<file path="src/rtl/core/multilevel_feedback_thread_scheduler_assert.svh">
// assertion macros shared by the scheduler rtl
// no dependencies; included by files that carry concurrent checks
`ifndef MULTILEVEL_FEEDBACK_THREAD_SCHEDULER_ASSERT_SVH
`define MULTILEVEL_FEEDBACK_THREAD_SCHEDULER_ASSERT_SVH

// property must hold at every clock edge outside reset
`define MFTS_ASSERT(lbl, clk, rstn, prop, msg) \
  lbl: assert property (@(posedge clk) disable iff (!rstn) (prop)) \
    else $error(msg);

// expression must never be true outside reset
`define MFTS_ASSERT_NEVER(lbl, clk, rstn, expr, msg) \
  `MFTS_ASSERT(lbl, clk, rstn, !(expr), msg)

`endif

</file>
<file path="src/rtl/core/mfts_pkg.sv">
// shared types, codes and constants of the thread scheduler
// no dependencies; used by the scheduler top and mfts_queue in rtl/core
`timescale 1ns / 1ps
`default_nettype none

package mfts_pkg;

  // field widths
  localparam int unsigned TID_W     = 4;
  localparam int unsigned LVL_W     = 2;
  localparam int unsigned KIND_W    = 3;
  localparam int unsigned CFG_W     = 8;
  localparam int unsigned CFG_IDX_W = 3;
  localparam int unsigned NUM_CFG   = 8;
  localparam int unsigned TICK_W    = 32;

  // number of ready levels (fixed) and default thread count
  localparam int unsigned LEVELS      = 4;
  localparam int unsigned THREADS_DEF = 16;

  // event kinds
  typedef enum logic [KIND_W-1:0] {
    KIND_TICK  = 3'd0,
    KIND_START = 3'd1,
    KIND_YIELD = 3'd2,
    KIND_BLOCK = 3'd3,
    KIND_EXIT  = 3'd4
  } kind_e;

  // register indexes
  localparam logic [CFG_IDX_W-1:0] CFG_QUANTUM0 = 3'd0;
  localparam logic [CFG_IDX_W-1:0] CFG_BOUND0   = 3'd4;
  localparam logic [CFG_IDX_W-1:0] CFG_BOUND1   = 3'd5;
  localparam logic [CFG_IDX_W-1:0] CFG_BOUND2   = 3'd6;
  localparam logic [CFG_IDX_W-1:0] CFG_PERIOD   = 3'd7;

  // register reset values, index 0 rightmost
  localparam logic [NUM_CFG-1:0][CFG_W-1:0] CFG_RESET = {
    8'd160, 8'd144, 8'd120, 8'd80, 8'd8, 8'd4, 8'd2, 8'd1
  };

  // request from the sequencer to the ready queues
  typedef struct packed {
    logic             push;
    logic [LVL_W-1:0] push_lvl;
    logic [TID_W-1:0] push_id;
    logic             pick;
    logic [LVL_W-1:0] pick_start;
  } queue_req_t;

  // answer of the ready queues in the same cycle
  typedef struct packed {
    logic push_full;
    logic found;
  } queue_sts_t;

endpackage

`default_nettype wire

</file>
<file path="src/rtl/core/multilevel_feedback_thread_scheduler.sv">
// Result: the accept edge enters the finish state; the result is registered at the finish edge.
// Items do not overlap: the finish step uses the registered read data of the ready store.
// A waiting result stalls the finish step; a new item is taken once the finish is done.
// Reset: asynchronous, active low; clears timer, queues, levels and registers at once.
// The ready store is left uninitialized and needs no clearing pass.
`timescale 1ns / 1ps
`default_nettype none
`include "multilevel_feedback_thread_scheduler_assert.svh"

// top level: event sequencer, timer, thread levels, configuration
// depends on mfts_pkg and mfts_queue
module multilevel_feedback_thread_scheduler #(
  parameter int unsigned THREADS = mfts_pkg::THREADS_DEF
) (
  input  wire logic                             clk_i,
  input  wire logic                             rst_ni,
  input  wire logic                             cfg_we_i,
  input  wire logic [mfts_pkg::CFG_IDX_W-1:0]   cfg_idx_i,
  input  wire logic [mfts_pkg::CFG_W-1:0]       cfg_wdata_i,
  input  wire logic                             in_valid_i,
  output logic                                  in_stall_o,
  input  wire logic [mfts_pkg::KIND_W-1:0]      in_kind_i,
  input  wire logic [mfts_pkg::TID_W-1:0]       in_thread_id_i,
  input  wire logic                             in_new_thread_i,
  output logic                                  out_valid_o,
  input  wire logic                             out_stall_i,
  output logic [mfts_pkg::TID_W-1:0]            out_running_id_o,
  output logic                                  out_idle_running_o,
  output logic                                  out_switched_o,
  output logic [mfts_pkg::LVL_W-1:0]            out_slice_level_o,
  output logic                                  out_queue_full_o
);

  localparam int unsigned TID_W     = mfts_pkg::TID_W;
  localparam int unsigned LVL_W     = mfts_pkg::LVL_W;
  localparam int unsigned CFG_W     = mfts_pkg::CFG_W;
  localparam int unsigned NUM_CFG   = mfts_pkg::NUM_CFG;
  localparam int unsigned TICK_W    = mfts_pkg::TICK_W;
  localparam int unsigned TLW       = (THREADS > 1) ? $clog2(THREADS) : 1;
  localparam logic [LVL_W-1:0] LVL_LAST = LVL_W'(mfts_pkg::LEVELS - 1);

  typedef enum logic [1:0] {
    ST_IDLE = 2'b01,
    ST_FIN  = 2'b10
  } state_e;

  state_e state_q;

  logic [CFG_W-1:0]  cfg_q [NUM_CFG];
  logic [TICK_W-1:0] tick_q;
  logic [TICK_W-1:0] expire_q;
  logic [CFG_W-1:0]  phase_q;
  logic [TID_W-1:0]  cur_q;
  logic              idle_q;
  logic [LVL_W-1:0]  last_q;
  logic [LVL_W-1:0]  tlev_q [THREADS];

  // per-item results kept between accept and finish
  logic              picked_q;
  logic              found_q;
  logic              full_q;
  logic [LVL_W-1:0]  plev_q;

  logic              out_valid_q;
  logic [TID_W-1:0]  out_id_q;
  logic              out_idle_q;
  logic              out_sw_q;
  logic [LVL_W-1:0]  out_slice_q;
  logic              out_full_q;

  logic              accept;
  logic              is_tick;
  logic              is_start;
  logic              is_yield;
  logic              is_stop;
  logic [TICK_W-1:0] tc;
  logic [TICK_W-1:0] diff;
  logic [CFG_W-1:0]  phase_inc;
  logic [CFG_W-1:0]  ph;
  logic [LVL_W-1:0]  plev;
  logic              sched;
  logic              requeue;
  logic [TLW-1:0]    cur_idx;
  logic [TLW-1:0]    tid_idx;
  logic [LVL_W-1:0]  lvl_cur;
  logic              demote;
  logic [LVL_W-1:0]  lvl_new;
  logic              tid_ok;
  logic              st;
  logic [LVL_W-1:0]  lvl_tid;

  mfts_pkg::queue_req_t qreq;
  mfts_pkg::queue_sts_t qsts;
  logic [TID_W-1:0]     pop_id;

  logic              fin_go;
  logic              new_idle;
  logic [TID_W-1:0]  new_cur;
  logic [CFG_W-1:0]  quantum;

  assign accept     = in_valid_i && (state_q == ST_IDLE);
  assign in_stall_o = (state_q != ST_IDLE);

  // event decode
  always_comb begin
    is_tick  = 1'b0;
    is_start = 1'b0;
    is_yield = 1'b0;
    is_stop  = 1'b0;
    case (in_kind_i)
      mfts_pkg::KIND_TICK:  is_tick  = 1'b1;
      mfts_pkg::KIND_START: is_start = 1'b1;
      mfts_pkg::KIND_YIELD: is_yield = 1'b1;
      mfts_pkg::KIND_BLOCK: is_stop  = 1'b1;
      mfts_pkg::KIND_EXIT:  is_stop  = 1'b1;
      default: ;
    endcase
  end

  // timer and phase advance on tick
  always_comb begin
    tc        = is_tick ? tick_q + 1'b1 : tick_q;
    diff      = tc - expire_q;
    phase_inc = phase_q + 1'b1;
    ph        = is_tick ? ((phase_inc >= cfg_q[mfts_pkg::CFG_PERIOD]) ? '0 : phase_inc)
                        : phase_q;
  end

  // start level from the phase
  always_comb begin
    if (ph < cfg_q[mfts_pkg::CFG_BOUND0]) begin
      plev = LVL_W'(0);
    end else if (ph < cfg_q[mfts_pkg::CFG_BOUND1]) begin
      plev = LVL_W'(1);
    end else if (ph < cfg_q[mfts_pkg::CFG_BOUND2]) begin
      plev = LVL_W'(2);
    end else begin
      plev = LVL_LAST;
    end
  end

  // scheduling point, demotion and start path
  always_comb begin
    sched   = accept && ((is_tick && !diff[TICK_W-1]) || is_yield || is_stop);
    requeue = is_tick || is_yield;
    cur_idx = TLW'(cur_q);
    tid_idx = TLW'(in_thread_id_i);
    lvl_cur = tlev_q[cur_idx];
    demote  = sched && !idle_q && (tc == expire_q) && (lvl_cur != LVL_LAST);
    lvl_new = demote ? lvl_cur + 1'b1 : lvl_cur;
    tid_ok  = ({5'd0, in_thread_id_i} < 9'(THREADS));
    st      = accept && is_start && tid_ok;
    lvl_tid = in_new_thread_i ? '0 : tlev_q[tid_idx];
  end

  // queue request
  always_comb begin
    qreq.push       = (sched && requeue && !idle_q) || st;
    qreq.push_lvl   = st ? lvl_tid : lvl_new;
    qreq.push_id    = st ? in_thread_id_i : cur_q;
    qreq.pick       = sched;
    qreq.pick_start = plev;
  end

  mfts_queue #(
    .THREADS (THREADS)
  ) u_queue (
    .clk_i    (clk_i),
    .rst_ni   (rst_ni),
    .req_i    (qreq),
    .sts_o    (qsts),
    .pop_id_o (pop_id)
  );

  // finish step: commit the pick and build the result
  always_comb begin
    fin_go   = (state_q == ST_FIN) && (!out_valid_q || !out_stall_i);
    new_idle = picked_q ? !found_q : idle_q;
    new_cur  = (picked_q && found_q) ? pop_id : cur_q;
    quantum  = cfg_q[mfts_pkg::CFG_QUANTUM0 + {1'b0, plev_q}];
  end

  // sequencer
  always_ff @(posedge clk_i or negedge rst_ni) begin
    if (!rst_ni) begin
      state_q <= ST_IDLE;
    end else begin
      case (state_q)
        ST_IDLE: if (accept) state_q <= ST_FIN;
        ST_FIN:  if (fin_go) state_q <= ST_IDLE;
        default: state_q <= ST_IDLE;
      endcase
    end
  end

  // configuration registers
  always_ff @(posedge clk_i or negedge rst_ni) begin
    if (!rst_ni) begin
      for (int i = 0; i < NUM_CFG; i++) begin
        cfg_q[i] <= mfts_pkg::CFG_RESET[i];
      end
    end else if (cfg_we_i) begin
      cfg_q[cfg_idx_i] <= cfg_wdata_i;
    end
  end

  // thread levels
  always_ff @(posedge clk_i or negedge rst_ni) begin
    if (!rst_ni) begin
      for (int i = 0; i < THREADS; i++) begin
        tlev_q[i] <= '0;
      end
    end else begin
      if (demote) begin
        tlev_q[cur_idx] <= lvl_new;
      end
      if (st && in_new_thread_i) begin
        tlev_q[tid_idx] <= '0;
      end
    end
  end

  // scheduler state
  always_ff @(posedge clk_i or negedge rst_ni) begin
    if (!rst_ni) begin
      tick_q   <= '0;
      phase_q  <= '0;
      expire_q <= '0;
      cur_q    <= '0;
      idle_q   <= 1'b1;
      last_q   <= '0;
      picked_q <= 1'b0;
      found_q  <= 1'b0;
      full_q   <= 1'b0;
      plev_q   <= '0;
    end else begin
      if (accept) begin
        tick_q   <= tc;
        phase_q  <= ph;
        picked_q <= sched && !qsts.push_full;
        found_q  <= qsts.found;
        full_q   <= qsts.push_full;
        plev_q   <= plev;
      end
      if (fin_go) begin
        idle_q <= new_idle;
        cur_q  <= new_cur;
        if (picked_q) begin
          expire_q <= tick_q + TICK_W'(quantum);
          last_q   <= plev_q;
        end
      end
    end
  end

  // output register
  always_ff @(posedge clk_i or negedge rst_ni) begin
    if (!rst_ni) begin
      out_valid_q <= 1'b0;
    end else if (fin_go) begin
      out_valid_q <= 1'b1;
    end else if (!out_stall_i) begin
      out_valid_q <= 1'b0;
    end
  end

  always_ff @(posedge clk_i) begin
    if (fin_go) begin
      out_id_q    <= new_idle ? '0 : new_cur;
      out_idle_q  <= new_idle;
      out_sw_q    <= (idle_q != new_idle) || (!new_idle && (cur_q != new_cur));
      out_slice_q <= picked_q ? plev_q : last_q;
      out_full_q  <= full_q;
    end
  end

  assign out_valid_o        = out_valid_q;
  assign out_running_id_o   = out_id_q;
  assign out_idle_running_o = out_idle_q;
  assign out_switched_o     = out_sw_q;
  assign out_slice_level_o  = out_slice_q;
  assign out_queue_full_o   = out_full_q;

  // checks
  `MFTS_ASSERT(a_out_after_fin, clk_i, rst_ni, $rose(out_valid_q) |-> $past(state_q == ST_FIN),
    "result raised without a finish step")
  `MFTS_ASSERT(a_refused_no_pick, clk_i, rst_ni, (accept && qsts.push_full) |=> !picked_q,
    "pick committed after a refused enqueue")
  `MFTS_ASSERT(a_idle_id_zero, clk_i, rst_ni, (out_valid_q && out_idle_q) |-> (out_id_q == '0),
    "running id not zero while idle runs")

endmodule

`default_nettype wire

</file>
<file path="src/rtl/core/mfts_ready_mem.sv">
// ready store: one write port, one read port with registered read data
// no dependencies; instantiated by mfts_queue
`timescale 1ns / 1ps
`default_nettype none

module mfts_ready_mem #(
  parameter int unsigned AW = 6,
  parameter int unsigned DW = 4
) (
  input  wire logic          clk_i,
  input  wire logic          we_i,
  input  wire logic [AW-1:0] waddr_i,
  input  wire logic [DW-1:0] wdata_i,
  input  wire logic          re_i,
  input  wire logic [AW-1:0] raddr_i,
  output logic      [DW-1:0] rdata_o
);

  logic [DW-1:0] mem_q [2**AW];
  logic [DW-1:0] rdata_q;

  // write port
  always_ff @(posedge clk_i) begin
    if (we_i) begin
      mem_q[waddr_i] <= wdata_i;
    end
  end

  // read port, old data on a same-address write
  always_ff @(posedge clk_i) begin
    if (re_i) begin
      rdata_q <= mem_q[raddr_i];
    end
  end

  assign rdata_o = rdata_q;

endmodule

`default_nettype wire

</file>
<file path="src/rtl/core/mfts_queue.sv">
// four fifo ready levels: pointers, counts, level search, ready store
// depends on mfts_pkg and mfts_ready_mem
`timescale 1ns / 1ps
`default_nettype none
`include "multilevel_feedback_thread_scheduler_assert.svh"

module mfts_queue #(
  parameter int unsigned THREADS = mfts_pkg::THREADS_DEF
) (
  input  wire logic                      clk_i,
  input  wire logic                      rst_ni,
  input  wire mfts_pkg::queue_req_t      req_i,
  output mfts_pkg::queue_sts_t           sts_o,
  output logic [mfts_pkg::TID_W-1:0]     pop_id_o
);

  localparam int unsigned LEVELS = mfts_pkg::LEVELS;
  localparam int unsigned LVL_W  = mfts_pkg::LVL_W;
  localparam int unsigned TID_W  = mfts_pkg::TID_W;
  localparam int unsigned PW     = (THREADS > 1) ? $clog2(THREADS) : 1;
  localparam int unsigned CW     = $clog2(THREADS + 1);
  localparam int unsigned AW     = LVL_W + PW;
  localparam logic [PW-1:0] PTR_LAST = PW'(THREADS - 1);
  localparam logic [CW-1:0] CNT_FULL = CW'(THREADS);

  logic [PW-1:0] head_q  [LEVELS];
  logic [PW-1:0] head_d  [LEVELS];
  logic [PW-1:0] tail_q  [LEVELS];
  logic [PW-1:0] tail_d  [LEVELS];
  logic [CW-1:0] count_q [LEVELS];
  logic [CW-1:0] count_d [LEVELS];

  logic [LEVELS-1:0] nonempty;
  logic              push_full;
  logic              push_ok;
  logic              pick_ok;
  logic              found;
  logic [LVL_W-1:0]  pop_lvl;
  logic              pop_en;
  logic              fwd_d;
  logic              fwd_q;
  logic [TID_W-1:0]  fwd_id_q;
  logic [TID_W-1:0]  rdata;

  // room check; a refused push also cancels the pick
  always_comb begin
    push_full = req_i.push && (count_q[req_i.push_lvl] == CNT_FULL);
    push_ok   = req_i.push && !push_full;
    pick_ok   = req_i.pick && !push_full;
  end

  // occupancy including this cycle's push
  always_comb begin
    for (int l = 0; l < LEVELS; l++) begin
      nonempty[l] = (count_q[l] != '0) ||
                    (push_ok && (req_i.push_lvl == LVL_W'(l)));
    end
  end

  // first non-empty level going round from the start level
  always_comb begin
    logic [LVL_W-1:0] cand;
    found   = 1'b0;
    pop_lvl = req_i.pick_start;
    for (int i = LEVELS - 1; i >= 0; i--) begin
      cand = req_i.pick_start + LVL_W'(i);
      if (nonempty[cand]) begin
        found   = 1'b1;
        pop_lvl = cand;
      end
    end
  end

  assign pop_en = pick_ok && found;

  // popping the entry written in the same cycle takes the write data
  assign fwd_d = pop_en && push_ok && (pop_lvl == req_i.push_lvl) &&
                 (count_q[pop_lvl] == '0);

  // pointer and count updates
  always_comb begin
    logic inc;
    logic dec;
    for (int l = 0; l < LEVELS; l++) begin
      inc        = push_ok && (req_i.push_lvl == LVL_W'(l));
      dec        = pop_en && (pop_lvl == LVL_W'(l));
      count_d[l] = count_q[l] + CW'(inc) - CW'(dec);
      tail_d[l]  = tail_q[l];
      head_d[l]  = head_q[l];
      if (inc) begin
        tail_d[l] = (tail_q[l] == PTR_LAST) ? '0 : tail_q[l] + 1'b1;
      end
      if (dec) begin
        head_d[l] = (head_q[l] == PTR_LAST) ? '0 : head_q[l] + 1'b1;
      end
    end
  end

  always_ff @(posedge clk_i or negedge rst_ni) begin
    if (!rst_ni) begin
      for (int l = 0; l < LEVELS; l++) begin
        head_q[l]  <= '0;
        tail_q[l]  <= '0;
        count_q[l] <= '0;
      end
      fwd_q <= 1'b0;
    end else begin
      for (int l = 0; l < LEVELS; l++) begin
        head_q[l]  <= head_d[l];
        tail_q[l]  <= tail_d[l];
        count_q[l] <= count_d[l];
      end
      if (pop_en) begin
        fwd_q <= fwd_d;
      end
    end
  end

  // forwarded id, held with the read data
  always_ff @(posedge clk_i) begin
    if (pop_en) begin
      fwd_id_q <= req_i.push_id;
    end
  end

  mfts_ready_mem #(
    .AW (AW),
    .DW (TID_W)
  ) u_mem (
    .clk_i   (clk_i),
    .we_i    (push_ok),
    .waddr_i ({req_i.push_lvl, tail_q[req_i.push_lvl]}),
    .wdata_i (req_i.push_id),
    .re_i    (pop_en),
    .raddr_i ({pop_lvl, head_q[pop_lvl]}),
    .rdata_o (rdata)
  );

  assign pop_id_o        = fwd_q ? fwd_id_q : rdata;
  assign sts_o.push_full = push_full;
  assign sts_o.found     = pop_en;

  // checks
  `MFTS_ASSERT(a_pop_has_entry, clk_i, rst_ni, pop_en |-> (count_q[pop_lvl] != '0) || fwd_d,
    "pop from an empty level")
  for (genvar g = 0; g < LEVELS; g++) begin : g_chk
    `MFTS_ASSERT_NEVER(a_count_bound, clk_i, rst_ni, count_q[g] > CNT_FULL,
      "ready level count above capacity")
    `MFTS_ASSERT(a_empty_ptrs, clk_i, rst_ni, (count_q[g] == '0) |-> (head_q[g] == tail_q[g]),
      "empty ready level with unequal pointers")
  end

endmodule

`default_nettype wire

</file>
<file path="config.mk">
export PLATFORM = sky130hd
export DESIGN_NAME = multilevel_feedback_thread_scheduler
export DESIGN_NICKNAME = d
export VERILOG_FILES = /design/src/rtl/core/mfts_pkg.sv /design/src/rtl/core/multilevel_feedback_thread_scheduler.sv /design/src/rtl/core/mfts_ready_mem.sv /design/src/rtl/core/mfts_queue.sv
export VERILOG_INCLUDE_DIRS = /design/src /design/src/rtl/core
export SDC_FILE = /design/constraint.sdc
export NUM_CORES = 1
export LEC_CHECK = 0
export BUFFER_PORTS_ARGS = -buffer_cell sky130_fd_sc_hd__buf_2
export CORE_MARGIN = 2
export CORE_UTILIZATION = 58
export CTS_CLUSTER_DIAMETER = 120
export DETAILED_ROUTE_END_ITERATION = 10
export HOLD_SLACK_MARGIN = 0.05
export PLACE_DENSITY = 0.77
export SKIP_LAST_GASP = 1
export SLEW_MARGIN = 20
export SYNTH_ARGS = -nofsm -noshare
export SYNTH_HDL_FRONTEND = slang
export SYNTH_HIERARCHICAL = 1
export SYNTH_SLANG_ARGS = --single-unit
export TNS_END_PERCENT = 1
</file>
<file path="constraint.sdc">
create_clock -name clk_i -period 7.3 [get_ports clk_i]
set_input_delay 1.46 -clock clk_i [delete_from_list [all_inputs] [get_ports clk_i]]
set_output_delay 1.46 -clock clk_i [all_outputs]
set_load 0.03 [all_outputs]
</file>
== Word-level counts from Yosys, hierarchy flattened ==
Memories as Yosys holds them, arrays and structs flattened. A register that Yosys moved wholly into a read port is not among the register bits.
Index checks and enable logic that the tools add are counted.

* Register bits after elaboration: 249
* Latch bits: 0
* Memory bits (writable): 256
* Memory bits (read-only): 0
* Bits of input ports: 24
* Output and inout port bits: 11
* Logic and storage cells: 274
* Memories kept: 1

* Add/subtract/negate cells: 24
* Multiply operators: 0
* Div/mod/pow operators: 0
* Order comparisons: 17
* Equality and inequality tests: 30
* Shift operators: 0
* Mux-type cells: 80
* Bitwise operators: 8
* Reductions and logical operators: 59

{| class="wikitable"
|+ Memory list
! memory !! words !! bits a word !! read ports !! clocked after Yosys merged registers in !! wr ports !! line !! source
|-
| u_queue.u_mem.mem_q || 64 || 4 || 1 || 1 || 1 || mfts_ready_mem.sv:19 || <nowiki>logic [DW-1:0] mem_q [2**AW];</nowiki>
|}

{| class="wikitable"
|+ Operators with widths
! kind !! count
|-
| $mux 32 || 3
|-
| $bwmux 64 || 1
|-
| $mux 4 || 15
|-
| $mux 8 || 5
|-
| $mux 2 || 18
|-
| $add 32x1->32 const B || 1
|-
| $add 32x8->32 || 1
|-
| $add 4x1->4 const B || 8
|-
| $and 32x32->32 || 1
|-
| $bwmux 32 || 1
|-
| $eq 32x32->1 || 1
|-
| $eq 4x4->1 const B || 8
|-
| $not 32->32 || 1
|-
| $sub 32x32->32 || 1
|-
| $logic_and 1x1->1 || 31
|-
| $bmux 8 s3 || 1
|-
| $demux 8 s3 || 1
|-
| $lt 8x8->1 || 3
|-
| $add 5x1->5 || 4
|-
| $bmux 5 s2 || 2
|-
| $mux 5 || 4
|-
| $reduce_bool 5->1 || 4
|-
| $sub 5x1->5 || 4
|-
| $mux 1 || 18
|-
| other kinds (37) || 81
|}

== Longest topological paths before layout ==
* Word-level depth: 36
* Depth in mapped cells: 36
* Mapped depth without buffers: 35

== Cells and area by module ==
Netlist, hierarchy kept.

{| class="wikitable"
|+ Modules (own cells, without submodules)
! module !! times used !! cells an instance !! area each (um^2) !! seq. area each (um^2)
|-
| multilevel_feedback_thread_scheduler || 1 || 1224 || 11977.7 || 4869.7
|-
| mfts_ready_mem || 1 || 521 || 10447.5 || 7807.5
|-
| mfts_queue || 1 || 345 || 3672.3 || 1446.4
|}

== Worst setup path after synthesis ==
Ideal clock, no wire load.

* Path type: input to register
* From: input in_kind_i[2] (netlist bit)
* To: register u_queue.u_mem.rdata_q[0], in the netlist u_queue/u_mem/rdata_o[0] (read register of u_queue.u_mem.mem_q) (data pin)
* Setup time: 0.256 ns
* Arrival: 8.119 ns
* Data required time: 7.044 ns
* Path slack: -1.075 ns
* Stages on the path: 29
* Buffers on the path: 5
* Cell sequence: buf_6 > or4b_4 > nor4_4 > nand3_1 > nor2_1 > nand2_1 > xnor2_1 > ha_1 > nand4_1 > or2_1 > or3_4 > o211ai_4 > o211ai_1 > mux2i_1 > o21ai_0 > nand3b_1 > nand2_1 > o22a_1 > o221ai_2 > buf_2 > mux2i_1 > mux2i_1 > buf_6 > buf_12 > buf_12 > mux4_1 > a22oi_1 > nand3_1 > a22o_1

{| class="wikitable"
|+ RTL lines
! item !! line !! source
|-
| start: declaration || multilevel_feedback_thread_scheduler.sv:22 || <nowiki>input wire logic [mfts_pkg::KIND_W-1:0] in_kind_i,</nowiki>
|-
| end: declaration || mfts_ready_mem.sv:20 || <nowiki>logic [DW-1:0] rdata_q;</nowiki>
|}

==> results.cfg <==
[outcome]
status = finished, violations left
violations_in_the_final_reports = negative setup slack

[worst_setup_path]
cpMaxStageDelayCell = sky130_fd_sc_hd__or4b_4
crit_cells = 30
cp-end-kind = flip-flop
critPathLaunchType = input port
crit_buf_inv = 7
r2r_cells = 29
timing.rr.end = u_queue/u_mem/rdata_o[1]$_DFFE_PP_
critical_path.max_stage_delay_ns = 0.57
crit_path_frequent_cell = sky130_fd_sc_hd__buf_4
crit_arrival_ns = 7.82
cp_max_fo = 16
r2r_slack_ns = 0.22
timing.setup.critical_path_class = in -> reg
critPathRequiredTime_ns = 7.68
endpoint = u_queue/u_mem/rdata_o[1]$_DFFE_PP_
worstReg2RegStart = phase_q[0]$_DFFE_PN0P_
critPathTopFamily = simple AND/OR/NAND/NOR gates
crit_start = in_kind_i[1]

[timing]
timing_worst_slew_pin_value_ns = 1.09
timing_limited_maximum_frequency_mhz = 135
finalSetupViolations = 6
max-slew-margin-rel_pct = 27.5
rsz0062_at_grt = true
hold_viol_final = 0
min_period_over_period_pct = 102
worst_hold_margin_ns = 0.452
fin_crit_ns = 7.43
setup_slack_ns = -0.132
skew_ns = 0.0406
slew_violations = 0

[grt]
gr-usage-all-layers_pct = 27.1
grt_max_degree = 124
initial_antenna_violation_count = 0
grt_pass1_vias = 18300
global_route_wire_length_before_repair_mm = 99.5
grt_ovf = 0

[synthesis]
async_reset_ff_share_pct = 46.4
synth_top_cells_by_area = sky130_fd_sc_hd__edfxtp_1 31%, sky130_fd_sc_hd__dfrtp_1 21%, sky130_fd_sc_hd__mux4_2 6.7%, sky130_fd_sc_hd__ha_1 4.9%, sky130_fd_sc_hd__mux2_2 3.8%
yosysWarningCount = 6
synthCells = 2090
ys_seq_area_share_pct = 54.1
post_synth_instance_area_um2 = 26100
post_synthesis_xor_xnor_area_fraction_pct = 4.30
synth_top_family_by_area = multiplexers
synth_compound_gate_area_share_pct = 7.53
ys_dominant_reg_cell = sky130_fd_sc_hd__edfxtp_1
yosys.area_share.simple_pct = 11.6
yosys_register_bits = 509
muxShareOfSynthArea_pct = 13.4
top_cell_type_s_share_of_synthesized_area_pct = 31.4
yosys.cell_count.top_type = sky130_fd_sc_hd__edfxtp_1
postSynthNetCount = 2222
yosys.area.top_type = sky130_fd_sc_hd__edfxtp_1
synth_edf_count = 273
synth_fa_ha_area_share_pct = 5.32
syn_avg_cell_area_um2 = 12.5
synth_top_cells_by_count = 273 x sky130_fd_sc_hd__edfxtp_1, 220 x sky130_fd_sc_hd__dfrtp_1, 160 x sky130_fd_sc_hd__nand2_1
synth_cell_types = 91

[layout]
area_growth_pct = 14.6
fraction_of_final_layout_cells_with_drive_strength_greater_than_1_pct = 23.5
num_antenna_cells = 0
multiInputGateArea_um2 = 11100
stdcell_count = 2903
fillerInstances = 3087
finalNetCount = 2399
seq_area_um2 = 14100

[power_and_ir_drop]
vdd_ir_drop_max_v = 0.000349
total_power_uw = 9320
power.density_cell_area_nw_per_um2 = 312
static-leakage-power_uw = 0.0121

[placed_design]
place_hpwl_mm = 42.5
io_buffer_count = 34
place_congestion = 0.939
numPlacedInstances = 2802

[clocking]
clock_insertion_delay_at_the_later_pin_of_the_skew_report_ns = 0.64
numClockSinks = 509
tritoncts.num_buffers = 52
h-tree-depth = 2
cts_root_buf = sky130_fd_sc_hd__clkbuf_16
clk_pin_slew_worst_paths_ns = 0.06
cts_hold_buffers = 0
cts_tree = done
cts_buffer_depth = 3

[routing]
met2_wire_length_mm = 30.5
dr_total_vias = 17900
number_of_search_and_repair_iterations_in_the_first_detailed_routing_pass = 5
postRouteAntennaNets = 0
met1_length_mm = 25.4
vias_per_inst = 6.18
dr.first_iter.drc_count = 1823
routed_wirelength_mm = 62.3
detail_route.drc_violations = 0
route.detailed.wl_per_inst_um = 21.5
routed-wl-met3_mm = 4.04
route.top_layer_used = met4

[floorplanning]
floorplan.io_pins = 35
dieHeight_um = 216
core_um2 = 44300
die_width_um = 216
placement_rows = 77
start_util_pct = 58.9
fp.dieArea_um2 = 46700

[worst_hold_path]
timing.hold.worst.class = reg -> reg

[flow_run]
max_cap_viol_count = 0
report_power, final:
group / internal [µW] / switching, µW / total, µW
Clock: 1580 / 1180 / 2760
Sequential: 3410 / 249 / 3650
Combinational: 1390 / 1520 / 2910
flip-flops by register name, indices dropped and copies added, names as in the netlist, 8 cells and up:
| name | count |
|---|---|
| tlev_q | 32 |
| phase_q | 8 |
| expire_q | 32 |
| u_queue/tail_q | 16 |
| u_queue/u_mem/mem_q | 256 |
| cfg_q | 64 |
| tick_q | 32 |
| u_queue/head_q | 16 |
| u_queue/count_q | 20 |
logic make-up after synthesis:
kind of cell	Yosys count
xor gates and xnor gates	128
adders and majority gates	108
and+or+nand+nor	597
AOI/OAI and AO/OA	314
buffers and inverters	225
DFF	509
muxes	209
placed cells by master (no fill, tap or decap), types with 17 or more instances in the layout:
master                      instances
sky130_fd_sc_hd__nand2_1          159
sky130_fd_sc_hd__buf_2             33
sky130_fd_sc_hd__mux2_2            86
sky130_fd_sc_hd__mux2i_1           17
sky130_fd_sc_hd__nor2b_1           22
sky130_fd_sc_hd__dfrtp_1          220
sky130_fd_sc_hd__edfxtp_1         273
sky130_fd_sc_hd__clkbuf_16         52
sky130_fd_sc_hd__xor2_1            62
sky130_fd_sc_hd__o21ai_0          109
sky130_fd_sc_hd__a21o_1            18
sky130_fd_sc_hd__a21oi_1           80
sky130_fd_sc_hd__inv_1            120
sky130_fd_sc_hd__nand4_1           33
sky130_fd_sc_hd__nand2b_1          22
sky130_fd_sc_hd__or3_1             21
sky130_fd_sc_hd__mux4_2            87
sky130_fd_sc_hd__nor2_1           145
sky130_fd_sc_hd__a31oi_1           18
sky130_fd_sc_hd__nor3_1            28
sky130_fd_sc_hd__nand3_1           74
sky130_fd_sc_hd__buf_4            184
sky130_fd_sc_hd__ha_1             103
sky130_fd_sc_hd__xnor2_1           66
routing by layer:
layer | track usage [%] | vias to the layer above
met4 | 10.9 | 0
li1 | - | 8087
met3 | 3.85 | 161
met1 | 35.9 | 8990
met5 | 0 | -
met2 | 45.6 | 693
how the worst min path moves through the flow:
stage | startpoint | to | slack, ns | depth (start not counted)
2_1_floorplan | full_q$_DFFE_PN0P_ | out_queue_full_o$_DFFE_PP_ | 0.42 | 0
3_3_place_gp | full_q$_DFFE_PN0P_ | out_queue_full_o$_DFFE_PP_ | 0.43 | 0
3_5_place_dp | full_q$_DFFE_PN0P_ | out_queue_full_o$_DFFE_PP_ | 0.44 | 0
4_1_cts | full_q$_DFFE_PN0P_ | out_queue_full_o$_DFFE_PP_ | 0.46 | 0
5_1_grt | full_q$_DFFE_PN0P_ | out_queue_full_o$_DFFE_PP_ | 0.48 | 0
6_report | full_q$_DFFE_PN0P_ | out_queue_full_o$_DFFE_PP_ | 0.45 | 0
metrics by stage:
step	utilization [%]	TNS, ns	cell area (µm²)	setup WS [ns]
floorplan	-	-1.95	26100	-0.383
global placement	63.3	-7.07	28100	-0.639
detailed placement	63.3	-10.13	28100	-0.799
CTS	67.5	-0.252	29900	-0.0747
global route	67.5	-4.84	29900	-0.468
finish	67.5	-0.445	29900	-0.132
final cells by class:
type / instances / area share (%)
multi-input cells: 1356 / 37.0
flip-flops and latches: 509 / 47.2
inverters: 122 / 1.53
well taps: 592 / 2.48
repair buffers: 226 / 5.76
clock inverters: 33 / 1.44
clock buffers: 65 / 4.61
timing repair:
item                                   4_1_cts  5_1_grt
buffers inserted                             3        0
resized for setup                            5        0
endpoints found under the hold margin        0        0
setup endpoints to repair                    8       20
pin swaps                                    1        0
No activity file was read; power rests on OpenSTA's default activity.
